### src/sv/psc_pkg.sv
// ----------------------------------------------------------------------------
// psc_pkg
// Widths, register codes, limits and shared types of the pressure sensor
// compensation pipeline.
// ----------------------------------------------------------------------------
package psc_pkg;

  // Field widths
  localparam int RawW     = 24;
  localparam int CoefW    = 16;
  localparam int CfgIdxW  = 3;
  localparam int TempW    = 19;
  localparam int PresW    = 25;

  // Internal widths
  localparam int DtW       = 25;           // D2 - C5*256
  localparam int MulW      = 42;           // dt times a calibration word
  localparam int SqFullW   = 2 * DtW;      // dt squared, full product
  localparam int SqW       = 48;           // dt squared, magnitude bits
  localparam int QW        = 18;           // dt*C6/2^23
  localparam int T2W       = 17;
  localparam int OffW      = 38;
  localparam int SensW     = 37;
  localparam int QqFullW   = 2 * QW;
  localparam int QqW       = 35;
  localparam int TempFullW = TempW + 1;
  localparam int SplitW    = 19;           // low part of SENS in the split multiply
  localparam int LoProdW   = RawW + SplitW;
  localparam int HiProdW   = RawW + 1 + SensW - SplitW;
  localparam int ProdW     = 62;
  localparam int PdivW     = 41;
  localparam int DiffW     = 42;
  localparam int PresFullW = 27;

  // Scaling shifts
  localparam int RefTempShift  = 8;
  localparam int TempShift     = 23;
  localparam int T2Shift       = 33;
  localparam int OffShift      = 5;
  localparam int SensShift     = 7;
  localparam int OffBaseShift  = 18;
  localparam int SensBaseShift = 17;
  localparam int ProdShift     = 21;
  localparam int PresShift     = 15;
  localparam int Frac2Shift    = 3;

  // Reference temperature and output limits
  localparam int TempRefCenti = 2000;
  localparam int TempMin      = -262144;
  localparam int TempMax      = 262143;
  localparam int PresMin      = -16777216;
  localparam int PresMax      = 16777215;

  // Pipeline depth
  localparam int NumStages = 8;

  // Calibration register codes
  typedef enum logic [CfgIdxW-1:0] {
    CfgSensBase,
    CfgOffsetBase,
    CfgSensTc,
    CfgOffsetTc,
    CfgRefTemp,
    CfgTempSlope
  } psc_cfg_idx_e;

  // Calibration words
  typedef struct packed {
    logic [CoefW-1:0] sens_base;
    logic [CoefW-1:0] offset_base;
    logic [CoefW-1:0] sens_tc;
    logic [CoefW-1:0] offset_tc;
    logic [CoefW-1:0] ref_temp;
    logic [CoefW-1:0] temp_slope;
  } psc_coef_t;

  // Stage occupancy and load enables
  typedef struct packed {
    logic [NumStages-1:0] valid;
    logic [NumStages-1:0] en;
  } psc_pipe_t;

endpackage

### src/sv/psc_pres_path.sv
// ----------------------------------------------------------------------------
// psc_pres_path
// Stages 5 to 7: D1*SENS as two partial products, the 2^21 scaling, the
// offset subtraction, the 2^15 scaling and the pressure clamp.
// ----------------------------------------------------------------------------
module psc_pres_path import psc_pkg::*; (
  input  logic                    clk_i,
  input  psc_pipe_t               ctrl_i,
  input  logic [RawW-1:0]         d1_i,
  input  logic signed [TempW-1:0] temp_i,
  input  logic signed [OffW-1:0]  off_i,
  input  logic signed [SensW-1:0] sens_i,
  output logic signed [TempW-1:0] temp_o,
  output logic signed [PresW-1:0] pres_o
);

  // Stage 5
  logic [SplitW-1:0]             sens_lo;
  logic signed [SensW-SplitW-1:0] sens_hi;
  logic [LoProdW-1:0]            lo_prod_d, lo_prod_q;
  logic signed [HiProdW-1:0]     hi_prod_d, hi_prod_q;
  logic signed [TempW-1:0]       temp_q5, temp_q6, temp_q7;
  logic signed [OffW-1:0]        off_q5, off_q6;

  // Stage 6
  logic signed [ProdW-1:0] prod, prod_rnd;
  logic signed [PdivW-1:0] pdiv_d, pdiv_q;

  // Stage 7
  logic signed [DiffW-1:0]     diff, diff_rnd;
  logic signed [PresFullW-1:0] pres_full;
  logic signed [PresW-1:0]     pres_d, pres_q;

  // Stage 5: split SENS and multiply each half by D1
  assign sens_lo   = sens_i[SplitW-1:0];
  assign sens_hi   = sens_i[SensW-1:SplitW];
  assign lo_prod_d = LoProdW'(d1_i) * LoProdW'(sens_lo);
  assign hi_prod_d = HiProdW'($signed({1'b0, d1_i})) * HiProdW'(sens_hi);

  always_ff @(posedge clk_i) begin
    if (ctrl_i.en[5]) begin
      lo_prod_q <= lo_prod_d;
      hi_prod_q <= hi_prod_d;
      temp_q5   <= temp_i;
      off_q5    <= off_i;
    end
  end

  // Stage 6: merge halves, divide by 2^21 toward zero
  assign prod     = (ProdW'(hi_prod_q) <<< SplitW) + ProdW'($signed({1'b0, lo_prod_q}));
  assign prod_rnd = prod
                  + $signed({{(ProdW-ProdShift){1'b0}}, {ProdShift{prod[ProdW-1]}}});
  assign pdiv_d   = prod_rnd[ProdW-1:ProdShift];

  always_ff @(posedge clk_i) begin
    if (ctrl_i.en[6]) begin
      pdiv_q  <= pdiv_d;
      temp_q6 <= temp_q5;
      off_q6  <= off_q5;
    end
  end

  // Stage 7: subtract OFF, divide by 2^15 toward zero, clamp
  assign diff      = DiffW'(pdiv_q) - DiffW'(off_q6);
  assign diff_rnd  = diff
                   + $signed({{(DiffW-PresShift){1'b0}}, {PresShift{diff[DiffW-1]}}});
  assign pres_full = diff_rnd[DiffW-1:PresShift];

  always_comb begin
    if (pres_full > PresFullW'(PresMax)) begin
      pres_d = PresW'(PresMax);
    end else if (pres_full < PresFullW'(PresMin)) begin
      pres_d = PresW'(PresMin);
    end else begin
      pres_d = pres_full[PresW-1:0];
    end
  end

  always_ff @(posedge clk_i) begin
    if (ctrl_i.en[7]) begin
      pres_q  <= pres_d;
      temp_q7 <= temp_q6;
    end
  end

  assign temp_o = temp_q7;
  assign pres_o = pres_q;

endmodule

### config.mk
export PLATFORM = sky130hd
export DESIGN_NAME = psc_pres_path
export DESIGN_NICKNAME = d
export VERILOG_FILES = /design/src/sv/psc_pkg.sv /design/src/sv/psc_pres_path.sv
export SDC_FILE = /design/constraint.sdc
export NUM_CORES = 2
export LEC_CHECK = 0
export BUFFER_PORTS_ARGS = -buffer_cell sky130_fd_sc_hd__buf_2
export CAP_MARGIN = 0
export CELL_PAD_IN_SITES_DETAIL_PLACEMENT = 0
export CELL_PAD_IN_SITES_GLOBAL_PLACEMENT = 1
export CORE_ASPECT_RATIO = 0.6
export CORE_MARGIN = 1.5
export CORE_UTILIZATION = 40
export CTS_BUF_LIST = sky130_fd_sc_hd__clkbuf_2
export CTS_CLUSTER_SIZE = 8
export DETAILED_ROUTE_END_ITERATION = 6
export PLACE_DENSITY = 0.74
export SYNTH_ARGS = -nofsm -noshare
export SYNTH_HDL_FRONTEND = slang
export SYNTH_SLANG_ARGS = --single-unit
export TNS_END_PERCENT = 100
### constraint.sdc
create_clock -name clk_i -period 12.4 [get_ports clk_i]
set_input_delay 1.24 -clock clk_i [delete_from_list [all_inputs] [get_ports clk_i]]
set_output_delay 1.24 -clock clk_i [all_outputs]
set_load 0.05 [all_outputs]
==> results summary <==
The flow ran to the end, and the final reports show no timing, DRC or antenna violations. The via count of the first global-routing pass came out at 31480. Across the run, the number of max-cap violations was 0. The floorplan step set the die width to 428.9 um. The core occupancy in the finished layout is 42.99%.

The number of levels in the clock H-tree is 3. The DRC violation count after routing came out at 0. In the synthesized netlist the async set-or-reset flop fraction comes to 0%.

The number of endpoints with negative hold slack in the final report is 0. For this run the aggregate overflow at the end of global routing stands at 0. The fraction of final layout cells with drive strength greater than 1 came out at 7.891%. After technology mapping, the gate count stands at 4527. The worst slack on hold paths is 0.4068 ns. In the routed layout, each cell is associated on average with a via count of 5.081. The number of enable-type register cells in the synthesized netlist came out at 285. The cell area after synthesis came out at 43540 um2. In the layout the commonest cells are sky130_fd_sc_hd__inv_1 (895), sky130_fd_sc_hd__fa_1 (727), sky130_fd_sc_hd__nand2_1 (682). Averaged over all synthesized cells, the footprint is 9.618 um2. Global routing used 20.89% of the available tracks across all layers.

The worst-case clock skew came out at 0.06318 ns. The insertion delay to the later sink of the worst-skew pair came out at 1.01 ns. The worst-margin pin slew is 1.193 ns.

The peak fanout along the critical path is 37. Of the available clock period, the critical path in the final layout requires 68.25%. The clock transition at the registers of the reported paths is 0.10 ns. The detailed placer's ending HPWL came out at 86320 um. The buffer levels on the longest clock path is 3. The number of DRC violations after detailed-routing iteration 0 came out at 2450.

The TritonCTS buffer count is 78. For this configuration, the core starts out at a cell density of 40.45%. Setup violations remaining at the end of the flow were counted as 0.

The top flip-flop cell by instance count after synthesis is sky130_fd_sc_hd__edfxtp_1. The region available for standard cell placement spans 107600 um2. The post-cts sizing count came out at 0.

The net count reported at finish came out at 5824. For the finished layout, the period the worst path requires is 8.464 ns. The critical path startpoint category is an input pin. The most common cell after layout, fill and taps aside is sky130_fd_sc_hd__inv_1. Hold repair after CTS inserted 0 buffers.

For this run, the detailed router's first-pass iteration total came to 7. The die height is 258.6 um. From synthesis to final layout, the design area changed by 6.273%. Setup repair after global routing left no endpoint under its margin. The worst slew margin relative to its limit is 20.46%. The maximum number of pins on one net before global-route repair is 82. In this run the critical register-to-register path is launched from lo_prod_q[19]. The number of slew-limit violations in the final report came out at 0. In this run, synthesis produced a sequential element count of 285. Fill cells in the final layout number 10500. The routed wirelength normalized by instance count is 18.67 um.

The launch point of the worst path is d1_i[11]. The net count after synthesis is 5753. The warning count from the yosys run came out at 0. The count of input and output buffers came out at 165. The worst setup path is of the in2reg kind. The placement row count is 93. The tightest min-delay check is of the reg2reg type. The weighted congestion reported at the end of routability-driven placement came out at 0.8576. After clock tree synthesis, the setup repair step added 0 buffers. The distinct cell type count after synthesis came out at 101. The count of boundary I/O pins came out at 179.

The initial antenna violation count came to 8. STA classifies the critical path endpoint as a flip-flop. The first-pass GRT wire length is 181000 um. The cell sitting at the root of the clock tree is a sky130_fd_sc_hd__clkbuf_2. The TritonCTS clock tree is yes. The total number of vias is 30880. The accumulated negative setup slack came out at 0 ns. The endpoint arrival time on the critical path is 9.22 ns. For this run, the top clock speed supported by timing is 0.1182 GHz.

The startpoint of the worst hold path is off_q5[12]. The final layout contains routed wiring with a total length of 113400 um. STA puts the critical path data required time at 13.15 ns. The total die area is 110900 um2. For this design, the sink count on the clock tree is 285. The detail route stage leaves a number of antenna-violating nets equal to 0. The sequential cell area fraction in the yosys report came out at 19.66%.
[layer usage]
layer  up-vias  track usage [%]  share of wire [%]
met5         -                0              0.017
met4         2            3.321                1.3
met3       110            4.366                8.5
met2      1070            28.43                 38
met1     15370            33.90                 52
li1      14330                -                  -
[worst max-delay path, stage by stage]
cell	delay, ns
sky130_fd_sc_hd__buf_2	0.87
sky130_fd_sc_hd__nand2_1	0.19
sky130_fd_sc_hd__fa_1	0.59
sky130_fd_sc_hd__inv_1	0.05
sky130_fd_sc_hd__fa_1	0.41
sky130_fd_sc_hd__ha_1	0.35
sky130_fd_sc_hd__fa_1	0.51
sky130_fd_sc_hd__fa_1	0.57
sky130_fd_sc_hd__fa_1	0.42
sky130_fd_sc_hd__ha_1	0.35
sky130_fd_sc_hd__a2111oi_0	0.69
sky130_fd_sc_hd__a21oi_1	0.30
sky130_fd_sc_hd__o311a_1	0.55
sky130_fd_sc_hd__a21bo_2	0.28
sky130_fd_sc_hd__nand2b_1	0.09
sky130_fd_sc_hd__a31oi_1	0.13
sky130_fd_sc_hd__a41o_1	0.31
sky130_fd_sc_hd__nor4_1	0.37
sky130_fd_sc_hd__nor4b_1	0.12
sky130_fd_sc_hd__o21a_1	0.23
sky130_fd_sc_hd__o21a_1	0.19
sky130_fd_sc_hd__o311ai_0	0.37
[sequential cells by signal (all words and copies together) (netlist names)]
name / flops
lo_prod_q: 43
hi_prod_q: 43
off_q5: 38
temp_o: 19
pdiv_q: 41
temp_q6: 19
off_q6: 38
temp_q5: 19
pres_o: 25
[cell usage after synthesis (6+ instances only)]
master	n	area, um2
sky130_fd_sc_hd__a2111oi_0	6	52.55
sky130_fd_sc_hd__a211o_1	8	70.07
sky130_fd_sc_hd__a211oi_1	10	75.07
sky130_fd_sc_hd__a21o_1	77	578.1
sky130_fd_sc_hd__a21oi_1	139	695.7
sky130_fd_sc_hd__a31oi_1	16	100.1
sky130_fd_sc_hd__and2_1	288	1802
sky130_fd_sc_hd__and3_1	26	162.7
sky130_fd_sc_hd__clkbuf_1	189	709.4
sky130_fd_sc_hd__edfxtp_1	285	8558
sky130_fd_sc_hd__fa_1	727	14550
sky130_fd_sc_hd__ha_1	364	4554
sky130_fd_sc_hd__inv_1	895	3359
sky130_fd_sc_hd__mux2i_1	10	100.1
sky130_fd_sc_hd__nand2_1	682	2560
sky130_fd_sc_hd__nand2b_1	48	300.3
sky130_fd_sc_hd__nand3_1	46	230.2
sky130_fd_sc_hd__nand4_1	17	106.4
sky130_fd_sc_hd__nor2_1	116	435.4
sky130_fd_sc_hd__nor2b_1	28	175.2
sky130_fd_sc_hd__nor3_1	34	170.2
sky130_fd_sc_hd__nor4_1	8	50.05
sky130_fd_sc_hd__o211ai_1	13	97.59
sky130_fd_sc_hd__o21a_1	20	150.1
sky130_fd_sc_hd__o21ai_0	76	380.4
sky130_fd_sc_hd__o21ai_1	13	65.06
sky130_fd_sc_hd__o21ai_2	11	96.34
sky130_fd_sc_hd__o21bai_1	29	217.7
sky130_fd_sc_hd__o31a_1	6	52.55
sky130_fd_sc_hd__o31ai_1	7	52.55
sky130_fd_sc_hd__or2_2	8	50.05
sky130_fd_sc_hd__or3_1	14	87.58
sky130_fd_sc_hd__xnor2_1	125	1095
sky130_fd_sc_hd__xor2_1	70	613.1
[cell families after synthesis]
logic type	Yosys count	share of synthesized area [%]
fa+ha+maj	1091	43.89
simple gates	1348	14.86
xor+xnor	195	3.922
mux	16	0.3937
buf+inv	1095	9.529
compound gates	497	7.759
flops	285	19.66
[layout make-up]
| type | count | area, um2 | area share [%] |
|---|---|---|---|
| clock inverter | 25 | 158.9 | 0.3434 |
| inverter | 896 | 3363 | 7.268 |
| tap | 1425 | 1783 | 3.853 |
| multi-input combinational | 3147 | 30840 | 66.65 |
| timing repair buffer | 190 | 1022 | 2.209 |
| antenna | 2 | 5.005 | 0.01082 |
| clock buffer | 108 | 540.5 | 1.168 |
| sequential | 285 | 8558 | 18.50 |
[path summary, 6_finish.rpt]
check	end	slack [ns]	depth (start not counted)
setup / recovery	hi_prod_q[41]	3.94	22
hold / removal	off_q6[12]	0.41	0
setup reg to reg	pdiv_q[40]	5.29	26
hold reg to reg	off_q6[12]	0.41	0
[stage by stage]
stage	instance area (um2)	cells	setup WS, ns
floorplan	43540	4527	4.327
global placement	45570	5943	3.189
detailed placement	45570	5943	3.089
CTS	46270	6076	4.168
global route	46270	6078	3.711
finish	46270	6078	3.937
Power is left out: the tool's default activity adds up to more than one toggle a clock period on the data nets, which glitch-free logic cannot reach.
