===== config.mk =====
export PLATFORM = sky130hd
export DESIGN_NAME = psc_cfg_regs_flat
export DESIGN_NICKNAME = d
export VERILOG_FILES = /design/src/sv/psc_pkg.sv /design/src/sv/psc_if.sv /design/src/sv/psc_cfg_regs.sv /design/src/flat_wrapper.sv
export SDC_FILE = /design/constraint.sdc
export NUM_CORES = 1
export LEC_CHECK = 0
export BUFFER_PORTS_ARGS = -buffer_cell sky130_fd_sc_hd__buf_2
export CAP_MARGIN = 20
export CORE_AREA = 2 2 90 92
export DETAILED_ROUTE_END_ITERATION = 8
export DIE_AREA = 0 0 92 94
export PLACE_DENSITY = 0.77
export SKIP_LAST_GASP = 1
export SYNTH_ARGS = -nofsm -noshare
export SYNTH_HDL_FRONTEND = slang
export SYNTH_SLANG_ARGS = --single-unit

===== constraint.sdc =====
create_clock -name clk_i -period 0.81 [get_ports clk_i]
set_input_delay 0.0405 -clock clk_i [delete_from_list [all_inputs] [get_ports clk_i]]
set_output_delay 0.0405 -clock clk_i [all_outputs]
set_load 0.01 [all_outputs]

===== src/sv/psc_pkg.sv =====
// ----------------------------------------------------------------------------
// psc_pkg
// Widths, register codes, limits and shared types of the pressure sensor
// compensation pipeline.
// ----------------------------------------------------------------------------
package psc_pkg;

  // Field widths
  localparam int RawW     = 24;
  localparam int CoefW    = 16;
  localparam int CfgIdxW  = 3;
  localparam int TempW    = 19;
  localparam int PresW    = 25;

  // Internal widths
  localparam int DtW       = 25;           // D2 - C5*256
  localparam int MulW      = 42;           // dt times a calibration word
  localparam int SqFullW   = 2 * DtW;      // dt squared, full product
  localparam int SqW       = 48;           // dt squared, magnitude bits
  localparam int QW        = 18;           // dt*C6/2^23
  localparam int T2W       = 17;
  localparam int OffW      = 38;
  localparam int SensW     = 37;
  localparam int QqFullW   = 2 * QW;
  localparam int QqW       = 35;
  localparam int TempFullW = TempW + 1;
  localparam int SplitW    = 19;           // low part of SENS in the split multiply
  localparam int LoProdW   = RawW + SplitW;
  localparam int HiProdW   = RawW + 1 + SensW - SplitW;
  localparam int ProdW     = 62;
  localparam int PdivW     = 41;
  localparam int DiffW     = 42;
  localparam int PresFullW = 27;

  // Scaling shifts
  localparam int RefTempShift  = 8;
  localparam int TempShift     = 23;
  localparam int T2Shift       = 33;
  localparam int OffShift      = 5;
  localparam int SensShift     = 7;
  localparam int OffBaseShift  = 18;
  localparam int SensBaseShift = 17;
  localparam int ProdShift     = 21;
  localparam int PresShift     = 15;
  localparam int Frac2Shift    = 3;

  // Reference temperature and output limits
  localparam int TempRefCenti = 2000;
  localparam int TempMin      = -262144;
  localparam int TempMax      = 262143;
  localparam int PresMin      = -16777216;
  localparam int PresMax      = 16777215;

  // Pipeline depth
  localparam int NumStages = 8;

  // Calibration register codes
  typedef enum logic [CfgIdxW-1:0] {
    CfgSensBase,
    CfgOffsetBase,
    CfgSensTc,
    CfgOffsetTc,
    CfgRefTemp,
    CfgTempSlope
  } psc_cfg_idx_e;

  // Calibration words
  typedef struct packed {
    logic [CoefW-1:0] sens_base;
    logic [CoefW-1:0] offset_base;
    logic [CoefW-1:0] sens_tc;
    logic [CoefW-1:0] offset_tc;
    logic [CoefW-1:0] ref_temp;
    logic [CoefW-1:0] temp_slope;
  } psc_coef_t;

  // Stage occupancy and load enables
  typedef struct packed {
    logic [NumStages-1:0] valid;
    logic [NumStages-1:0] en;
  } psc_pipe_t;

endpackage


===== src/sv/psc_if.sv =====


interface psc_cfg_if import psc_pkg::*; ();
  logic               valid;
  logic               ready;
  logic [CfgIdxW-1:0] index;
  logic [CoefW-1:0]   data;

  modport source (output valid, output index, output data, input ready);
  modport sink   (input valid, input index, input data, output ready);
endinterface


===== src/sv/psc_cfg_regs.sv =====
// ----------------------------------------------------------------------------
// psc_cfg_regs
// Calibration word registers C1..C6, written through the config channel.
// ----------------------------------------------------------------------------
module psc_cfg_regs import psc_pkg::*; (
  input  logic          clk_i,
  input  logic          rst_ni,
  psc_cfg_if.sink       cfg_i,
  output psc_coef_t     coef_o
);

  psc_coef_t coef_q;
  psc_coef_t coef_d;

  // Always take a write word; unknown indexes are dropped
  assign cfg_i.ready = 1'b1;

  always_comb begin
    coef_d = coef_q;
    if (cfg_i.valid) begin
      case (psc_cfg_idx_e'(cfg_i.index))
        CfgSensBase:   coef_d.sens_base   = cfg_i.data;
        CfgOffsetBase: coef_d.offset_base = cfg_i.data;
        CfgSensTc:     coef_d.sens_tc     = cfg_i.data;
        CfgOffsetTc:   coef_d.offset_tc   = cfg_i.data;
        CfgRefTemp:    coef_d.ref_temp    = cfg_i.data;
        CfgTempSlope:  coef_d.temp_slope  = cfg_i.data;
        default:       coef_d = coef_q;
      endcase
    end
  end

  always_ff @(posedge clk_i or negedge rst_ni) begin
    if (!rst_ni) begin
      coef_q <= '0;
    end else begin
      coef_q <= coef_d;
    end
  end

  assign coef_o = coef_q;

endmodule


===== src/flat_wrapper.sv =====
// flat-port wrapper written by rule: the top's interface ports become plain ports
module psc_cfg_regs_flat import psc_pkg::*;
  (clk_i, rst_ni, coef_o, cfg_i_valid, cfg_i_index, cfg_i_data, cfg_i_ready);
  psc_cfg_if cfg_i_i ();
  input  logic clk_i;
  input  logic rst_ni;
  output psc_coef_t coef_o;
  input wire logic [$bits(cfg_i_i.valid)-1:0] cfg_i_valid;
  input wire logic [$bits(cfg_i_i.index)-1:0] cfg_i_index;
  input wire logic [$bits(cfg_i_i.data)-1:0] cfg_i_data;
  output wire logic [$bits(cfg_i_i.ready)-1:0] cfg_i_ready;
  assign cfg_i_i.valid = cfg_i_valid;
  assign cfg_i_i.index = cfg_i_index;
  assign cfg_i_i.data = cfg_i_data;
  assign cfg_i_ready = cfg_i_i.ready;
  psc_cfg_regs u_core (.clk_i(clk_i), .rst_ni(rst_ni), .cfg_i(cfg_i_i), .coef_o(coef_o));
endmodule

==> results.toml, run 1 <==
[pwr]
comb_power_share_pct = 32.4
powerDensity_mw_per_mm2 = 2553
p_switching_w = 0.004153
pwr-share-seq_pct = 45.1
leakage_nw = 2.832
p_int_w = 0.01035
swShare_pct = 28.63
power.share.clock_pct = 22.5
power.total_w = 0.01451
ir_drop_mv = 1.295

[worst_setup_path]
crit_path_max_fanout = 2
cp.arrival_ps = 940
cp_slowest_cell = "dfrtp_1"
crit_required_ps = 770
worst-path-stages = 1
path_class = "reg -> out"
worst_setup_path_start_kind = "flop"
path_cells = "buf_2"
r2r_cells = 2
path_buf_inv = 1
crit_family = "flip-flops"
critPathMaxStageDelay_ps = 430
end_kind = "output port"

[sta]
rsz0062_at_grt = "yes"
skew_ps = 0
fin_crit_sh_pct = 121.6
fmax_ghz = 1.015
setup_viol = 146
drv_slew = 0
fin_ws_ps = -175.2
hold_ws_ps = 13.17
layout_min_cycle_time_ps = 985.2
hold_violations = 0

[cells_and_area]
n_antenna_cell = 0
multi_input_area_mm2 = 0.001420
syn_to_final_growth_pct = 52.47
finalNetCount = 425
drive_gt1_share_pct = 72.55
largest_register_ffs = 96
nFillCells = 470
regArea_mm2 = 0.002402

[yosys]
ys_types = 12
synth_cells = 210
synth_area_mm2 = 0.003727
yosys_warnings = 0
synth_top_area_cell = "dfrtp_1"
syn_nets = 232
yosysTopAreaCellShare_pct = 64.45
ys_seq_area_share_pct = 64.45
ys_top_cells_by_area = "dfrtp_1 64%, mux2_2 26%, mux2_4 4.0%, buf_6 2.1%, and4bb_2 1.0%"
ys_ff_latch = 96
syn_avg_cell_area_um2 = 17.75

[floorplanning]
io_pins = 119
fp.dieH_um = 94
die-area_mm2 = 0.008648
die_w_um = 92
core_mm2 = 0.007607
start_util_pct = 49.00
rows = 32

[clocking]
tritoncts = "done"
clk_pin_slew_worst_paths_ps = 100
cts_root_buf = "clkbuf_8"
clkSinkCount = 96
numCtsBuffers = 9
clock_latency_ps = 350
cts_buffer_depth = 2
h-tree-depth = 3

[run_status]
violations = "negative setup slack"
status = "finished, violations left"

[route]
ant_nets = 0
routed_wl_um = 9541
wl_per_cell_um = 18.71
drc = 0
vias = 2520
vias_per_cell = 4.941
drtPass1Iterations = 6
drt_iter0_drc = 44

[grt]
grt_max_degree = 59
overflow = 0
grt_pass1_vias = 2525
grt_first_pass_wirelength_um = 13470
antenna_found_initial = 0
grtUsageTotal_pct = 20.59

[placement]
port_buffers = 117
dp_hpwl_um = 5700
routabilityCongestion = 0.7304

[run]
timing.max_cap.violations = 0

[worst_hold_path]
hold_class = "in -> reg"
hold_depth = 2
## cell usage in the layout (no fill, tap or decap), drive strengths merged
| master | netlist | layout |
|---|---|---|
| inv | 0 | 2 |
| buf | 11 | 179 |
| dfrtp | 96 | 96 |
| conb | 1 | 1 |
| nand4b | 2 | 2 |
| clkbuf | 0 | 11 |
| and4bb | 3 | 3 |
| nor4b | 1 | 1 |
| dlygate4sd3 | 0 | 14 |
| bufinv | 0 | 1 |
| mux2 | 96 | 96 |
| clkinvlp | 0 | 2 |
## power by group through the flow
stage	registers (W)	clock network, W	logic, W
floorplan	0.00697	0	0.00140
global placement	0.00648	0	0.00340
detailed placement	0.00651	0	0.00348
CTS	0.00639	0.00327	0.00417
global route	0.00665	0.00352	0.00501
finish	0.00654	0.00326	0.00471
## cell type report
type / count / area share, %
multi-input combinational: 103 / 24.99
clock buffer: 11 / 2.488
tap: 102 / 2.246
sequential: 96 / 42.27
clock inverter: 5 / 1.101
timing repair buffer: 193 / 26.90
## metal layers
| layer | track usage (%) | part of all wire [%] |
|---|---|---|
| met1 | 29.22 | 46 |
| met2 | 31.31 | 47 |
| met3 | 6.661 | 5.7 |
| met4 | 4.478 | 1.0 |
| met5 | 0 | 0 |
## metrics by stage
step | instances | setup slack, ps | util (%) | cell area (um^2) | TNS, ps
6_report | 510 | -175.2 | 74.70 | 5683 | -15480
5_1_grt | 510 | -206.8 | 74.70 | 5683 | -20320
4_1_cts | 497 | -157.1 | 70.82 | 5388 | -14370
3_5_place_dp | 433 | -413.9 | 62.60 | 4762 | -32780
3_3_place_gp | 433 | -382.3 | 62.60 | 4762 | -30270
2_1_floorplan | 210 | -381.4 | - | 3935 | -19530
## cell usage after synthesis, drive strengths merged
cell type  number
and4bb          3
buf            11
conb            1
dfrtp          96
mux2           96
nand4b          2
nor4b           1
## final timing paths
path	start	to	slack, ps
setup / recovery	u_core.coef_o[91]	coef_o[91]	-180
hold / removal	cfg_i_data[2]	u_core.coef_o[50]	10
setup reg to reg	u_core.coef_o[91]	u_core.coef_o[91]	-120
hold reg to reg	u_core.coef_o[38]	u_core.coef_o[38]	510
max in group asynchronous	rst_ni	u_core.coef_o[84]	300
min in group asynchronous	rst_ni	u_core.coef_o[93]	200
## timing repair
item / CTS / global route
hold endpoints to repair: 146 / 3
pin swaps: 0 / 1
cloned: 0 / 1
hold buffers: 13 / 1
gates resized for setup: 5 / 49
endpoints found under the setup margin: 98 / 137
setup buffers: 35 / 11
## cell families after synthesis
group,after synthesis,synth area share (%)
mux,96,30.01
other cells,1,0.1006
buf+inv,11,2.988
flops,96,64.45
simple gates,6,2.451
No activity file was read; power rests on OpenSTA's default activity.
==> run 2: changes to the inputs <==
Settings changed: ABC_AREA from default to 1, PLACE_DENSITY 0.77 to 0.78.
==> run 2 against run 1 <==
Compared with the run above:
- the flow still finishes with violations (negative setup slack)
- count of clock-buffer cells in the layout is 2 lower
- total power is 11% lower
- synthesized cell count is 100% higher
- via count is 48% higher
- core utilization is 2.5 points lower
- final cell count is 45% higher
- maximum frequency is 1.2% higher
- non-clock buffer count is 24 higher
- flip-flop and latch count stayed put
- global-route usage is 4.9 points higher
- first-iteration DRC count grew to 5.6 times the previous value
- routed wire length is 17% higher
==> results.toml, run 2 <==
[run_status]
status = "finished, violations left"
violations = "negative setup slack"

[clocking]
numCtsBuffers = 9
clkSinkCount = 96
clock_latency_ps = 370
h-tree-depth = 3
clk_pin_slew_worst_paths_ps = 100
cts_root_buf = "clkbuf_8"
cts_buffer_depth = 2
tritoncts = "done"

[cells_and_area]
largest_register_ffs = 96
final_common_cell = "nand2_1"
fin_area_mm2 = 0.005493
finalNetCount = 657
nFillCells = 587
drive_gt1_share_pct = 35.78
syn_to_final_growth_pct = 44.88
fin_util_pct = 72.20
layout_common_cells = "231 x nand2_1, 106 x buf_2, 96 x dfrtp_1, 79 x buf_4, 64 x nand3_1"
n_antenna_cell = 0

[placement]
dp_hpwl_um = 7154
routabilityCongestion = 0.8346
postPlaceCellArea_mm2 = 0.004631
port_buffers = 117

[route]
wl_per_cell_um = 15.06
drt_iter0_drc = 247
vias_per_cell = 5.036
ant_nets = 0
routed_wl_um = 11180
vias = 3737
drtPass1Iterations = 5
drc = 0

[sta]
fin_crit_sh_pct = 120.1
fin_ws_ps = -163.1
setup_viol = 109
hold_ws_ps = 89.74
rsz0062_at_grt = "yes"
drv_slew = 0
layout_min_cycle_time_ps = 973.1
hold_violations = 0
fmax_ghz = 1.028
skew_ps = 0

[yosys]
ys_ff_latch = 96
synth_fa_ha_area_share_pct = 0
synth_ff_type = "dfrtp_1"
synth-simple-area-share_pct = 33.20
synthMuxAreaShare_pct = 0
ys_async_sr_fraction_pct = 100.0
syn_nets = 449
ys_seq_area_share_pct = 63.37
yosys_warnings = 0
synth_compound_area_share_pct = 0
synth_top_area_cell = "dfrtp_1"
synth_top_family_by_area = "simple AND/OR/NAND/NOR gates"
syn_avg_cell_area_um2 = 8.879
synth_most_common_cell = "nand2_1"
ys_top_cells_by_area = "dfrtp_1 63%, nand2_1 23%, nand3_1 8.4%, buf_2 1.8%, nor2_4 0.89%"
synth_cells = 427
yosysTopAreaCellShare_pct = 63.37
synthXorXnorAreaFrac_pct = 0
synth_area_mm2 = 0.003791
synthTopCellsByCount = "231 x nand2_1, 96 x dfrtp_1, 64 x nand3_1"
synth-edff-count = 0
ys_types = 13

[run]
timing.max_cap.violations = 0

[worst_setup_path]
path_cells = "buf_2"
crit_required_ps = 770
end_kind = "output port"
path_buf_inv = 1
path_class = "reg -> out"
worst_setup_path_start_kind = "flop"
critPathMaxStageDelay_ps = 420
r2r_start = "u_core.coef_o[67]"
crit_family = "flip-flops"
cp_slowest_cell = "dfrtp_1"
startpoint = "u_core.coef_o[70]"
cp.arrival_ps = 930
crit_path_max_fanout = 2

[grt]
grtUsageTotal_pct = 25.51
grt_first_pass_wirelength_um = 16830
antenna_found_initial = 0
grt_max_degree = 37
grt_pass1_vias = 3274
overflow = 0

[pwr]
power.share.clock_pct = 22.1
leakage_nw = 3.201
powerDensity_mw_per_mm2 = 2340
swShare_pct = 32.16
comb_power_share_pct = 29.5
p_int_w = 0.008721
p_switching_w = 0.004134
ir_drop_mv = 1.217
pwr-share-seq_pct = 48.4

[floorplanning]
fp.dieH_um = 94
start_util_pct = 49.84
die-area_mm2 = 0.008648
io_pins = 119
die_w_um = 92
core_mm2 = 0.007607
rows = 32

[worst_hold_path]
hold_class = "in -> async"
## run 2: changes by cell type after synthesis, moves of 4 or more
| cell | delta |
|---|---|
| mux2_4 | -10 |
| nand3_1 | +64 |
| inv_2 | +4 |
| buf_6 | -7 |
| nand2_1 | +231 |
| buf_2 | +12 |
| mux2_2 | -85 |
## run 2: power groups by stage
stage / sequential, W / clock, W / combinational, W
CTS: 0.00618 / 0.00285 / 0.00325
finish: 0.00622 / 0.00285 / 0.00379
global placement: 0.00626 / 0 / 0.00269
floorplan: 0.00667 / 0 / 0.000854
global route: 0.00629 / 0.00306 / 0.00415
detailed placement: 0.00627 / 0 / 0.00278
## run 2: final cells by class
type                            count  area (um^2)  area share (%)
Clock buffer                        9        123.9           2.255
Clock inverter                      7        47.55          0.8656
Multi-Input combinational cell    305         1262           22.98
Timing Repair Buffer              217         1506           27.43
Sequential cell                    96         2402           43.74
Tap cell                          102        127.6           2.323
Inverter                            6        22.52          0.4100
## run 2: final timing paths
| path | end | slack [ps] | cells after the start |
|---|---|---|---|
| setup / recovery | coef_o[70] | -160 | 1 |
| hold / removal | u_core.coef_o[16] | 90 | 2 |
| setup reg to reg | u_core.coef_o[67] | -90 | 4 |
| hold reg to reg | u_core.coef_o[88] | 480 | 2 |
| max in group asynchronous | u_core.coef_o[87] | 240 | 3 |
| min in group clk_i | u_core.coef_o[93] | 110 | 5 |
## run 2: metal layers
metal / track usage, % / share of wire, % / vias to the layer above
met2: 40.93 / 48 / 175
met3: 4.173 / 6.7 / 26
met4: 10.20 / 2.5 / 0
met1: 35.06 / 42 / 1784
li1: - / - / 1752
met5: 0 / 0 / -
## run 2: metrics by stage
step | TNS (ps) | setup slack (ps) | instances | power, W
after floorplan | 0 | 23.76 | 427 | 0.007523
after global placement | -7562 | -124.2 | 648 | 0.008952
after detailed placement | -9610 | -181.9 | 648 | 0.009052
after CTS | -12910 | -160.0 | 707 | 0.01228
after global routing | -16040 | -185.1 | 742 | 0.01350
final | -13250 | -163.1 | 742 | 0.01286
## run 2: what timing repair did
| action | CTS | global route |
|---|---|---|
| setup buffers | 26 | 35 |
| hold buffers | 17 | 0 |
| resized for setup | 4 | 6 |
| pin swaps | 0 | 0 |
| endpoints found under the setup margin | 96 | 96 |
| endpoints found under the hold margin | 148 | 0 |
## run 2: cells by family (layout without fill, tap and decap cells)
kind of cell  after synthesis  count (layout)
buf+inv                    26             239
simple gates              304             304
flops                      96              96
other cells                 1               1
