`src/sv/psc_pkg.sv`:
```
// ----------------------------------------------------------------------------
// psc_pkg
// Widths, register codes, limits and shared types of the pressure sensor
// compensation pipeline.
// ----------------------------------------------------------------------------
package psc_pkg;

  // Field widths
  localparam int RawW     = 24;
  localparam int CoefW    = 16;
  localparam int CfgIdxW  = 3;
  localparam int TempW    = 19;
  localparam int PresW    = 25;

  // Internal widths
  localparam int DtW       = 25;           // D2 - C5*256
  localparam int MulW      = 42;           // dt times a calibration word
  localparam int SqFullW   = 2 * DtW;      // dt squared, full product
  localparam int SqW       = 48;           // dt squared, magnitude bits
  localparam int QW        = 18;           // dt*C6/2^23
  localparam int T2W       = 17;
  localparam int OffW      = 38;
  localparam int SensW     = 37;
  localparam int QqFullW   = 2 * QW;
  localparam int QqW       = 35;
  localparam int TempFullW = TempW + 1;
  localparam int SplitW    = 19;           // low part of SENS in the split multiply
  localparam int LoProdW   = RawW + SplitW;
  localparam int HiProdW   = RawW + 1 + SensW - SplitW;
  localparam int ProdW     = 62;
  localparam int PdivW     = 41;
  localparam int DiffW     = 42;
  localparam int PresFullW = 27;

  // Scaling shifts
  localparam int RefTempShift  = 8;
  localparam int TempShift     = 23;
  localparam int T2Shift       = 33;
  localparam int OffShift      = 5;
  localparam int SensShift     = 7;
  localparam int OffBaseShift  = 18;
  localparam int SensBaseShift = 17;
  localparam int ProdShift     = 21;
  localparam int PresShift     = 15;
  localparam int Frac2Shift    = 3;

  // Reference temperature and output limits
  localparam int TempRefCenti = 2000;
  localparam int TempMin      = -262144;
  localparam int TempMax      = 262143;
  localparam int PresMin      = -16777216;
  localparam int PresMax      = 16777215;

  // Pipeline depth
  localparam int NumStages = 8;

  // Calibration register codes
  typedef enum logic [CfgIdxW-1:0] {
    CfgSensBase,
    CfgOffsetBase,
    CfgSensTc,
    CfgOffsetTc,
    CfgRefTemp,
    CfgTempSlope
  } psc_cfg_idx_e;

  // Calibration words
  typedef struct packed {
    logic [CoefW-1:0] sens_base;
    logic [CoefW-1:0] offset_base;
    logic [CoefW-1:0] sens_tc;
    logic [CoefW-1:0] offset_tc;
    logic [CoefW-1:0] ref_temp;
    logic [CoefW-1:0] temp_slope;
  } psc_coef_t;

  // Stage occupancy and load enables
  typedef struct packed {
    logic [NumStages-1:0] valid;
    logic [NumStages-1:0] en;
  } psc_pipe_t;

endpackage

```
`src/sv/psc_pipe_ctrl.sv`:
```
// ----------------------------------------------------------------------------
// psc_pipe_ctrl
// Valid bits of the eight datapath stages and their load enables. A stage
// loads when it is empty or when the stage after it loads, so bubbles close
// up; an output stall holds each full stage that has no bubble after it.
// ----------------------------------------------------------------------------
module psc_pipe_ctrl import psc_pkg::*; (
  input  logic      clk_i,
  input  logic      rst_ni,
  input  logic      in_valid_i,
  input  logic      out_ready_i,
  output psc_pipe_t ctrl_o
);

  logic [NumStages-1:0] valid_q;
  logic [NumStages-1:0] valid_d;
  logic [NumStages-1:0] en;

  // Backward enable chain
  always_comb begin
    en[NumStages-1] = !valid_q[NumStages-1] || out_ready_i;
    for (int k = NumStages - 2; k >= 0; k--) begin
      en[k] = !valid_q[k] || en[k+1];
    end
  end

  // Advance valid bits where a stage loads
  always_comb begin
    valid_d = valid_q;
    if (en[0]) begin
      valid_d[0] = in_valid_i;
    end
    for (int k = 1; k < NumStages; k++) begin
      if (en[k]) begin
        valid_d[k] = valid_q[k-1];
      end
    end
  end

  always_ff @(posedge clk_i or negedge rst_ni) begin
    if (!rst_ni) begin
      valid_q <= '0;
    end else begin
      valid_q <= valid_d;
    end
  end

  assign ctrl_o.valid = valid_q;
  assign ctrl_o.en    = en;

endmodule

```
`config.mk`:
```
export PLATFORM = sky130hd
export DESIGN_NAME = psc_pipe_ctrl
export DESIGN_NICKNAME = d
export VERILOG_FILES = /design/src/sv/psc_pkg.sv /design/src/sv/psc_pipe_ctrl.sv
export SDC_FILE = /design/constraint.sdc
export NUM_CORES = 1
export LEC_CHECK = 0
export ABC_CLOCK_PERIOD_IN_PS = 2300
export BUFFER_PORTS_ARGS = -buffer_cell sky130_fd_sc_hd__buf_2
export CORE_AREA = 2 2 39 41
export DETAILED_ROUTE_END_ITERATION = 8
export DIE_AREA = 0 0 41 43
export SETUP_SLACK_MARGIN = 0.05
export SYNTH_ARGS = -nofsm -noshare
export SYNTH_HDL_FRONTEND = slang
export SYNTH_SLANG_ARGS = --single-unit
```
`constraint.sdc`:
```
create_clock -name clk_i -period 2.3 [get_ports clk_i]
set_input_delay 0.23 -clock clk_i [delete_from_list [all_inputs] [get_ports clk_i]]
set_output_delay 0.23 -clock clk_i [all_outputs]
set_load 0.05 [all_outputs]
```
==> results.toml, run 1 <==
[outcome]
outcome = "complete, no violations"

[grt]
global_route_wire_length_before_repair_mm = 1.05
grt_use_total_pct = 9.14
grt_start_max_net_pins = 13
total_congestion_overflow_after_global_routing = 0
antenna_found_initial = 0
grt_pass1_vias = 252

[cells_and_area]
final_layout_size_suffix_gt1_share_pct = 49.0
max_flop_register = "valid_q"
area_growth_pct = 38.7
nFillCells = 146
num-nets-final = 55
num_antenna_cells = 0
largest_register_ffs = 8
final_core_util_pct = 34.0
top_regs = "valid_q x8"

[die]
die-width_um = 41
initial_standard_cell_utilization_of_the_core_pct = 24.5
floorplan.core_area_mm2 = 0.00138
dieHeight_um = 43
full_die_area_mm2 = 0.00176
placement_rows = 14
top_level_ports = 20

[clock_tree]
cts_sinks = 8
tritoncts.num_buffers = 3
clock_latency_ns = 0.25
clk_path_buf_depth = 2
deepest_level_of_the_cts_h_tree = 1
clk_pin_slew_worst_paths_ns = 0.05
ctsRootBufferMaster = "sky130_fd_sc_hd__clkbuf_4"
cts_tree = "yes"
post_cts_resized = 0

[pwr]
intPower_uw = 287
power.ir.vdd_worst_v = 0.000443
p_leak_uw = 0.000217
power.density_mw_per_mm2 = 1210
p_clk_share_pct = 18.0
power_switching_share_pct = 49.4
total_net_switching_power_uw = 280
power.share.combinational_pct = 48.6
power.sequential.fraction_pct = 33.5

[sta]
setup_tns_ns = 0
clock_skew_ns = 0.00260
finalHoldViolCount = 0
finalCriticalPeriod_ns = 1.54
transition_time_at_the_pin_with_the_least_slew_margin_ns = 0.250
slew_headroom_pct = 83.4
number_of_failing_setup_endpoints_in_the_final_timing_report = 0
maxSlewViolCount = 0
rsz0062_at_grt = "false"
min_period_over_period_pct = 67.1
fmax_ghz = 0.648

[critical_path]
timing.critical_path.required_ns = 2.07
cp-start-kind = "flip-flop"
critPathMaxFanout = 7
crit_path_end_kind = "output port"
setup.worst_path.class = "reg -> out"
cp.arrival_ns = 1.31

[placed_design]
globalplace.congestion = 0.657
dp_hpwl_um = 502
io_buffer_count = 19

[routing]
route.antenna.remaining_nets = 0
dr_total_vias = 292
drt_iter0_drc = 2
wire_length_per_cell_after_detailed_routing_um = 10.5
drtPass1Iterations = 2
wl_um = 683
vias_per_cell = 4.49
route.detailed.drc = 0

[synthesis]
synth_area_leaders = "sky130_fd_sc_hd__dfrtp_1 (59%), sky130_fd_sc_hd__nand2b_1 (5.5%), sky130_fd_sc_hd__a21o_1 (4.4%)"
synthDominantCellAreaShare_pct = 59.0
yosys_top_cell_by_area = "sky130_fd_sc_hd__dfrtp_1"
flops_latches_synth = 8
post_synth_inst_count = 28
post_synth.cell_area_avg_um2 = 12.1
mappedNetlistArea_um2 = 339
post_synth_num_cell_types = 16
synthesis.yosys.warnings = 0
postSynthNetCount = 32
synth-seq-area-share_pct = 59.0

[job]
maxCapViolations = 0

[hold_path]
worstHoldPathType = "in -> reg"
-- final cells by class --
type                            instances  area, um2  area share (%)
Timing Repair Buffer                   20        105            22.3
Tap cell                               16       20.0            4.26
Inverter                                1       3.75           0.798
Clock buffer                            3       22.5            4.79
Sequential cell                         8        200            42.6
Multi-Input combinational cell         17        119            25.3
-- path summary, 6_finish.rpt --
kind / from / end / slack, ns / cells after the start
setup / recovery: valid_q[4]$_DFFE_PN0P_ / ctrl_o[0] / 0.76 / 3
hold / removal: in_valid_i / valid_q[0]$_DFFE_PN0P_ / 0.17 / 2
setup reg to reg: valid_q[4]$_DFFE_PN0P_ / valid_q[0]$_DFFE_PN0P_ / 1.26 / 2
hold reg to reg: valid_q[2]$_DFFE_PN0P_ / valid_q[3]$_DFFE_PN0P_ / 0.49 / 1
max in group asynchronous: rst_ni / valid_q[1]$_DFFE_PN0P_ / 1.78 / 2
min in group asynchronous: rst_ni / valid_q[4]$_DFFE_PN0P_ / 0.35 / 2
-- cell families after synthesis --
kind of cell           count (synthesis)  share of synthesized area [%]
DFF                                    8                           59.0
and+or+nand+nor                       12                           22.5
buffers and inverters                  3                           5.90
AOI/OAI and AO/OA                      5                           12.5
-- power groups by stage --
stage          Combinational, uW  Sequential (uW)  Clock, uW
3_3_place_gp                 275              192          0
3_5_place_dp                 276              192          0
4_1_cts                      278              190        110
6_report                     276              190        102
5_1_grt                      290              195        117
2_1_floorplan                145              273          0
-- critical path, stage by stage, from the launching register on --
cell	delay [ns]
sky130_fd_sc_hd__dfrtp_1	0.43
sky130_fd_sc_hd__and3_1	0.30
sky130_fd_sc_hd__nand4_1	0.11
sky130_fd_sc_hd__buf_2	0.22
-- cells in the mapped netlist (all sizes together) --
master / instances
and3: 1
nand2: 2
nand4: 1
buf: 2
a41o: 1
a31o: 2
nand3b: 1
nand2b: 3
nand3: 2
a21o: 2
inv: 1
and4b: 1
dfrtp: 8
or2: 1
-- cell usage in the layout, fill, tap and decap left out --
cell type and n:
sky130_fd_sc_hd__nand2_1 2, sky130_fd_sc_hd__inv_1 1, sky130_fd_sc_hd__and4b_4 1, sky130_fd_sc_hd__a21o_1 2, sky130_fd_sc_hd__dlygate4sd3_1 1, sky130_fd_sc_hd__nand3_1 2, sky130_fd_sc_hd__a41o_1 1, sky130_fd_sc_hd__a31o_1 1
sky130_fd_sc_hd__a31o_2 1, sky130_fd_sc_hd__dfrtp_1 8, sky130_fd_sc_hd__and3_1 1, sky130_fd_sc_hd__nand2b_1 3, sky130_fd_sc_hd__buf_2 19, sky130_fd_sc_hd__or2_1 1, sky130_fd_sc_hd__clkbuf_4 3, sky130_fd_sc_hd__nand4_1 1
sky130_fd_sc_hd__nand3b_1 1
-- metrics by stage --
step / instance area (um2) / worst slack (ns) / cells / power (uW) / hold slack (ns)
after global placement: 438 / 1.01 / 61 / 466 / 0.0776
after detailed placement: 438 / 0.997 / 61 / 468 / 0.0760
final: 470 / 0.757 / 65 / 567 / 0.174
after global routing: 470 / 0.653 / 65 / 602 / 0.175
after CTS: 470 / 0.738 / 65 / 578 / 0.162
after floorplan: 339 / 0.494 / 28 / 418 / -0.0656
-- timing repair --
item / CTS / global route
hold endpoints to repair: 8 / 0
buffers inserted: 0 / 0
hold buffers: 1 / 0
-- layer usage --
metal / vias to the layer above / track usage [%] / wire length (um)
met5: - / 0 / 0
met4: 0 / 8.00 / 8
met3: 2 / 3.14 / 73
met2: 15 / 10.6 / 279
met1: 133 / 12.7 / 322
li1: 142 / - / -
Note: power is estimated with default switching activity, not from simulation.
==> run 2, diff against run 1 <==
--- a/config.mk
+++ b/config.mk
@@ -5,7 +5,7 @@
 export SDC_FILE = /design/constraint.sdc
 export NUM_CORES = 1
 export LEC_CHECK = 0
-export ABC_CLOCK_PERIOD_IN_PS = 2300
+export ABC_CLOCK_PERIOD_IN_PS = 1400
 export BUFFER_PORTS_ARGS = -buffer_cell sky130_fd_sc_hd__buf_2
 export CORE_AREA = 2 2 39 41
 export DETAILED_ROUTE_END_ITERATION = 8
==> constraint.sdc (replaced) <==
create_clock -name clk_i -period 1.4 [get_ports clk_i]
set_input_delay 0.14 -clock clk_i [delete_from_list [all_inputs] [get_ports clk_i]]
set_output_delay 0.14 -clock clk_i [all_outputs]
set_load 0.05 [all_outputs]
==> run 2 against run 1 <==
  * Sequential cell count is the same
  * Worst hold slack lost 0.094 ns
  * Final cell count grew 6.2%
  * Critical endpoint unchanged
  * Die area is the same
  * Power grew 87%
  * Clock skew grew 0.0023 ns
==> results.toml, run 2 (synthesized netlist as in run 1, its figures left out) <==
[critical_path]
crit_path_end_kind = "output port"
worst_path_largest_cell_delay_ns = 0.39
critical_path.n_buffers_inverters = 1
timing.critical_path.slowest_stage_cell = "sky130_fd_sc_hd__dfrtp_2"
timing.critical_path.cells = "and4b_4, nand4_1, buf_6"
cp-start-kind = "flip-flop"
timing.critical_path.required_ns = 1.26
critPathMaxFanout = 5
cp.arrival_ns = 1.21
critical_path_s_top_delay_family = "simple AND/OR/NAND/NOR gates"
setup.worst_path.class = "reg -> out"

[sta]
rsz0062_at_grt = "true"
fmax_ghz = 0.740
slew_headroom_pct = 82.8
finalCriticalPeriod_ns = 1.35
finalHoldViolCount = 0
maxSlewViolCount = 0
min_period_over_period_pct = 96.5
clock_skew_ns = 0.00494
hold_ws_ns = 0.0803
number_of_failing_setup_endpoints_in_the_final_timing_report = 0
transition_time_at_the_pin_with_the_least_slew_margin_ns = 0.260

[cells_and_area]
final_layout_size_suffix_gt1_share_pct = 67.9
area_growth_pct = 66.8
layout.cells.most_common_list = "sky130_fd_sc_hd__buf_2 (12), sky130_fd_sc_hd__dfrtp_2 (6), sky130_fd_sc_hd__clkbuf_4 (4), sky130_fd_sc_hd__buf_6 (4), sky130_fd_sc_hd__nand2b_1 (3)"
top_regs = "valid_q x8"
max_flop_register = "valid_q"
num-nets-final = 58
layout_commonest_cell = "sky130_fd_sc_hd__buf_2"
num_antenna_cells = 0
largest_register_ffs = 8
nFillCells = 131

[pwr]
power.density_mw_per_mm2 = 1880
power.ir.vdd_worst_v = 0.000727
p_clk_share_pct = 17.6
power_uw = 1060
total_net_switching_power_uw = 501
power_switching_share_pct = 47.1
power.share.combinational_pct = 51.8
p_leak_uw = 0.000251
intPower_uw = 563
power.sequential.fraction_pct = 30.7

[die]
die-width_um = 41
dieHeight_um = 43
initial_standard_cell_utilization_of_the_core_pct = 24.5
floorplan.core_area_mm2 = 0.00138
placement_rows = 14
full_die_area_mm2 = 0.00176
top_level_ports = 20

[clock_tree]
tritoncts.num_buffers = 3
ctsRootBufferMaster = "sky130_fd_sc_hd__clkbuf_4"
cts_tree = "yes"
clock_latency_ns = 0.25
cts_sinks = 8
clk_pin_slew_worst_paths_ns = 0.05
clk_path_buf_depth = 2
deepest_level_of_the_cts_h_tree = 1

[routing]
drt_iter0_drc = 6
dr_total_vias = 330
drtPass1Iterations = 4
wl_um = 897
wire_length_per_cell_after_detailed_routing_um = 13.0
route.detailed.drc = 0
route.antenna.remaining_nets = 0
vias_per_cell = 4.78

[outcome]
outcome = "complete, no violations"

[grt]
grt_use_total_pct = 12.6
antenna_found_initial = 0
global_route_wire_length_before_repair_mm = 1.44
grt_start_max_net_pins = 9
total_congestion_overflow_after_global_routing = 0
grt_pass1_vias = 301

[job]
maxCapViolations = 0

[placed_design]
dp_hpwl_um = 555
io_buffer_count = 19
globalplace.congestion = 0.638

[hold_path]
worstHoldPathType = "in -> reg"
-- run 2: worst paths after layout --
kind / slack [ns] / startpoint / end / depth (start not counted)
min in group asynchronous: 0.26 / rst_ni / valid_q[4]$_DFFE_PN0P_ / 2
worst max-delay path: 0.05 / valid_q[7]$_DFFE_PN0P_ / ctrl_o[0] / 3
worst max register to register: 0.18 / valid_q[7]$_DFFE_PN0P_ / valid_q[3]$_DFFE_PN0P_ / 3
max in group asynchronous: 0.95 / rst_ni / valid_q[5]$_DFFE_PN0P_ / 2
worst min register to register: 0.49 / valid_q[2]$_DFFE_PN0P_ / valid_q[3]$_DFFE_PN0P_ / 1
worst min-delay path: 0.08 / in_valid_i / valid_q[0]$_DFFE_PN0P_ / 2
-- run 2: final cells by class --
class                   count  area, um2  share of cell area, %
flip-flops and latches      8        208                   36.7
repair buffers             22        168                   29.6
multi-input cells          18        140                   24.8
clock buffers               4       26.3                   4.65
well taps                  16       20.0                   3.54
inverters                   1       3.75                  0.664
-- run 2: through the flow --
| stage | cell area [um2] | instances | setup WS, ns | util, % | TNS, ns |
|---|---|---|---|---|---|
| 3_3_place_gp | 445 | 61 | 0.249 | 32.2 | 0 |
| 4_1_cts | 539 | 69 | 0.0151 | 39.0 | 0 |
| 5_1_grt | 566 | 69 | -0.0241 | 40.9 | -0.0241 |
| 3_5_place_dp | 445 | 61 | 0.227 | 32.2 | 0 |
| 2_1_floorplan | 347 | 28 | -0.150 | - | -0.267 |
| 6_report | 566 | 69 | 0.0490 | 40.9 | 0 |
-- run 2: metal layers --
metal	wire [um]	up-vias	global-route usage [%]	part of all wire, %
met5	0	-	0	0
met4	0	0	8.00	0
met3	93	0	4.19	10
met2	347	21	14.4	39
met1	457	156	19.4	51
li1	-	153	-	-
-- run 2: worst reg2reg max path, cell delays in order, from the launching register on --
cell and delay [ns]:
sky130_fd_sc_hd__dfrtp_2 0.42, sky130_fd_sc_hd__and4b_2 0.30, sky130_fd_sc_hd__buf_4 0.16, sky130_fd_sc_hd__a31o_2 0.23
-- run 2: power groups by stage --
stage | clock [uW] | combinational (uW) | sequential (uW)
2_1_floorplan | 0 | 238 | 457
3_5_place_dp | 0 | 456 | 323
6_report | 187 | 551 | 326
3_3_place_gp | 0 | 453 | 322
4_1_cts | 200 | 520 | 321
5_1_grt | 218 | 579 | 335
-- run 2: what timing repair did --
action                                  CTS  global route
resized for setup                        11             8
hold buffers                              1             0
endpoints found under the setup margin    6             7
setup buffers                             2             0
pin swaps                                 1             2
hold endpoints to repair                  8             0
gates cloned                              1             0
==> run 3, diff against run 2 <==
--- a/config.mk
+++ b/config.mk
@@ -10,6 +10,7 @@
 export CORE_AREA = 2 2 39 41
 export DETAILED_ROUTE_END_ITERATION = 8
 export DIE_AREA = 0 0 41 43
+export MAX_ROUTING_LAYER = met4
 export SETUP_SLACK_MARGIN = 0.05
 export SYNTH_ARGS = -nofsm -noshare
 export SYNTH_HDL_FRONTEND = slang
==> run 3 against run 2 <==
  * First-iteration DRC count stayed put
  * Combinational power is essentially flat
  * Register-to-register slack is essentially flat
  * Worst setup slack improved by 0.00073 ns
  * Non-clock buffer count is the same
  * Final area unchanged
  * Clock power about the same
  * Worst hold slack about the same
  * Clock skew about the same
  * Fmax is essentially flat
  * Final cell count is the same
  * Die area is the same
  * Critical endpoint unchanged
  * Largest cell class unchanged
==> results.toml, run 3 (synthesized netlist as in run 1, its figures left out) <==
[routing]
route.detailed.drc = 0
route.antenna.remaining_nets = 0
drtPass1Iterations = 4
dr_total_vias = 329
vias_per_cell = 4.77
wire_length_per_cell_after_detailed_routing_um = 13.1
drt_iter0_drc = 6
wl_um = 901

[sta]
transition_time_at_the_pin_with_the_least_slew_margin_ns = 0.259
clock_skew_ns = 0.00514
rsz0062_at_grt = "true"
finalHoldViolCount = 0
slew_headroom_pct = 82.8
maxSlewViolCount = 0
finalCriticalPeriod_ns = 1.35
number_of_failing_setup_endpoints_in_the_final_timing_report = 0
setup_tns_ns = 0
fmax_ghz = 0.741
min_period_over_period_pct = 96.5

[hold_path]
holdCritStartpoint = "in_valid_i"
worstHoldPathCells = 2
hold_path_end = "valid_q[0]$_DFFE_PN0P_"
worstHoldPathType = "in -> reg"

[critical_path]
critical_path_s_top_delay_family = "simple AND/OR/NAND/NOR gates"
worst_r2r_startpoint = "valid_q[7]$_DFFE_PN0P_"
critPathMaxFanout = 5
rr_endpoint = "valid_q[3]$_DFFE_PN0P_"
cp-start-kind = "flip-flop"
logic_depth_of_the_worst_register_to_register_path = 3
worst_path_largest_cell_delay_ns = 0.38
reg2reg_slack_ns = 0.18
crit_path_end_kind = "output port"
cp.arrival_ns = 1.21
timing.critical_path.cells = "and4b_4, nand4_1, buf_6"
timing.critical_path.required_ns = 1.26
setup.worst_path.class = "reg -> out"
timing.critical_path.slowest_stage_cell = "sky130_fd_sc_hd__dfrtp_2"
critical_path.n_buffers_inverters = 1

[clock_tree]
cts_sinks = 8
clk_path_buf_depth = 2
cts_tree = "yes"
clk_pin_slew_worst_paths_ns = 0.06
clock_latency_ns = 0.25
ctsRootBufferMaster = "sky130_fd_sc_hd__clkbuf_4"
deepest_level_of_the_cts_h_tree = 1
tritoncts.num_buffers = 3

[outcome]
outcome = "complete, no violations"

[cells_and_area]
final_layout_size_suffix_gt1_share_pct = 67.9
max_flop_register = "valid_q"
area.sequential_um2 = 208
layout_commonest_cell = "sky130_fd_sc_hd__buf_2"
layout.cells.most_common_list = "sky130_fd_sc_hd__buf_2 (12), sky130_fd_sc_hd__dfrtp_2 (6), sky130_fd_sc_hd__clkbuf_4 (4), sky130_fd_sc_hd__buf_6 (4), sky130_fd_sc_hd__nand2b_1 (3)"
num_antenna_cells = 0
multi_input_area_um2 = 140
area_growth_pct = 66.8
num-nets-final = 58
top_regs = "valid_q x8"
final_core_util_pct = 40.9
largest_register_ffs = 8
nFillCells = 131

[grt]
antenna_found_initial = 0
global_route_wire_length_before_repair_mm = 1.44
grt_use_total_pct = 13.0
total_congestion_overflow_after_global_routing = 0
grt_pass1_vias = 299
grt_start_max_net_pins = 9

[pwr]
power.ir.vdd_worst_v = 0.000728
power.density_mw_per_mm2 = 1880
p_leak_uw = 0.000251
power_uw = 1060

[placed_design]
globalplace.congestion = 0.643
io_buffer_count = 19
dp_hpwl_um = 555

[die]
full_die_area_mm2 = 0.00176
dieHeight_um = 43
top_level_ports = 20
floorplan.core_area_mm2 = 0.00138
initial_standard_cell_utilization_of_the_core_pct = 24.5
placement_rows = 14
die-width_um = 41

[job]
maxCapViolations = 0
[run 3: cell counts in the layout (fill, tap and decap cells not counted)]
No cell type changed its count.
[run 3: layout make-up]
class	count	share of cell area, %
flip-flops and latches	8	36.7
repair buffers	22	29.6
multi-input cells	18	24.8
clock buffers	4	4.65
well taps	16	3.54
inverters	1	0.664
[run 3: worst max path at each step]
stage | slack, ns | from | to | cells past startpoint
after floorplan | -0.15 | valid_q[6]$_DFFE_PN0P_ | ctrl_o[0] | 3
after global placement | 0.25 | valid_q[3]$_DFFE_PN0P_ | ctrl_o[0] | 3
after detailed placement | 0.23 | valid_q[6]$_DFFE_PN0P_ | ctrl_o[0] | 3
after CTS | 0.02 | valid_q[7]$_DFFE_PN0P_ | ctrl_o[0] | 3
after global routing | -0.02 | valid_q[6]$_DFFE_PN0P_ | ctrl_o[0] | 3
final | 0.05 | valid_q[6]$_DFFE_PN0P_ | ctrl_o[0] | 3
[run 3: what timing repair did]
action | CTS | global route
pin swaps | 1 | 2
cloned | 1 | 0
hold buffers | 1 | 0
endpoints found under the hold margin | 8 | 0
setup buffers | 2 | 0
gates resized for setup | 11 | 8
endpoints found under the setup margin | 6 | 7
[run 3: report_power, final]
group / leakage, uW / internal [uW] / switching [uW]
Combinational: 0.000156 / 177 / 374
Sequential: 0.0000805 / 277 / 49.0
Clock: 0.0000150 / 109 / 78.0
[run 3: stage by stage]
step                      worst slack, ns  instance area, um2  hold WS, ns  std cells
after floorplan                    -0.150                 347       -0.156         28
after global placement              0.249                 445     -0.00691         61
after detailed placement            0.227                 445     -0.00349         61
after CTS                          0.0151                 539       0.0687         69
after global routing              -0.0241                 566       0.0866         69
final                              0.0497                 566       0.0803         69
[run 3: per-layer routing]
layer / wire length [um] / up-vias / track usage, %
met3: 85 / 0 / 3.66
met5: 0 / - / -
met4: 0 / 0 / 8.00
met1: 466 / 155 / 19.7
li1: - / 153 / -
met2: 349 / 21 / 14.4
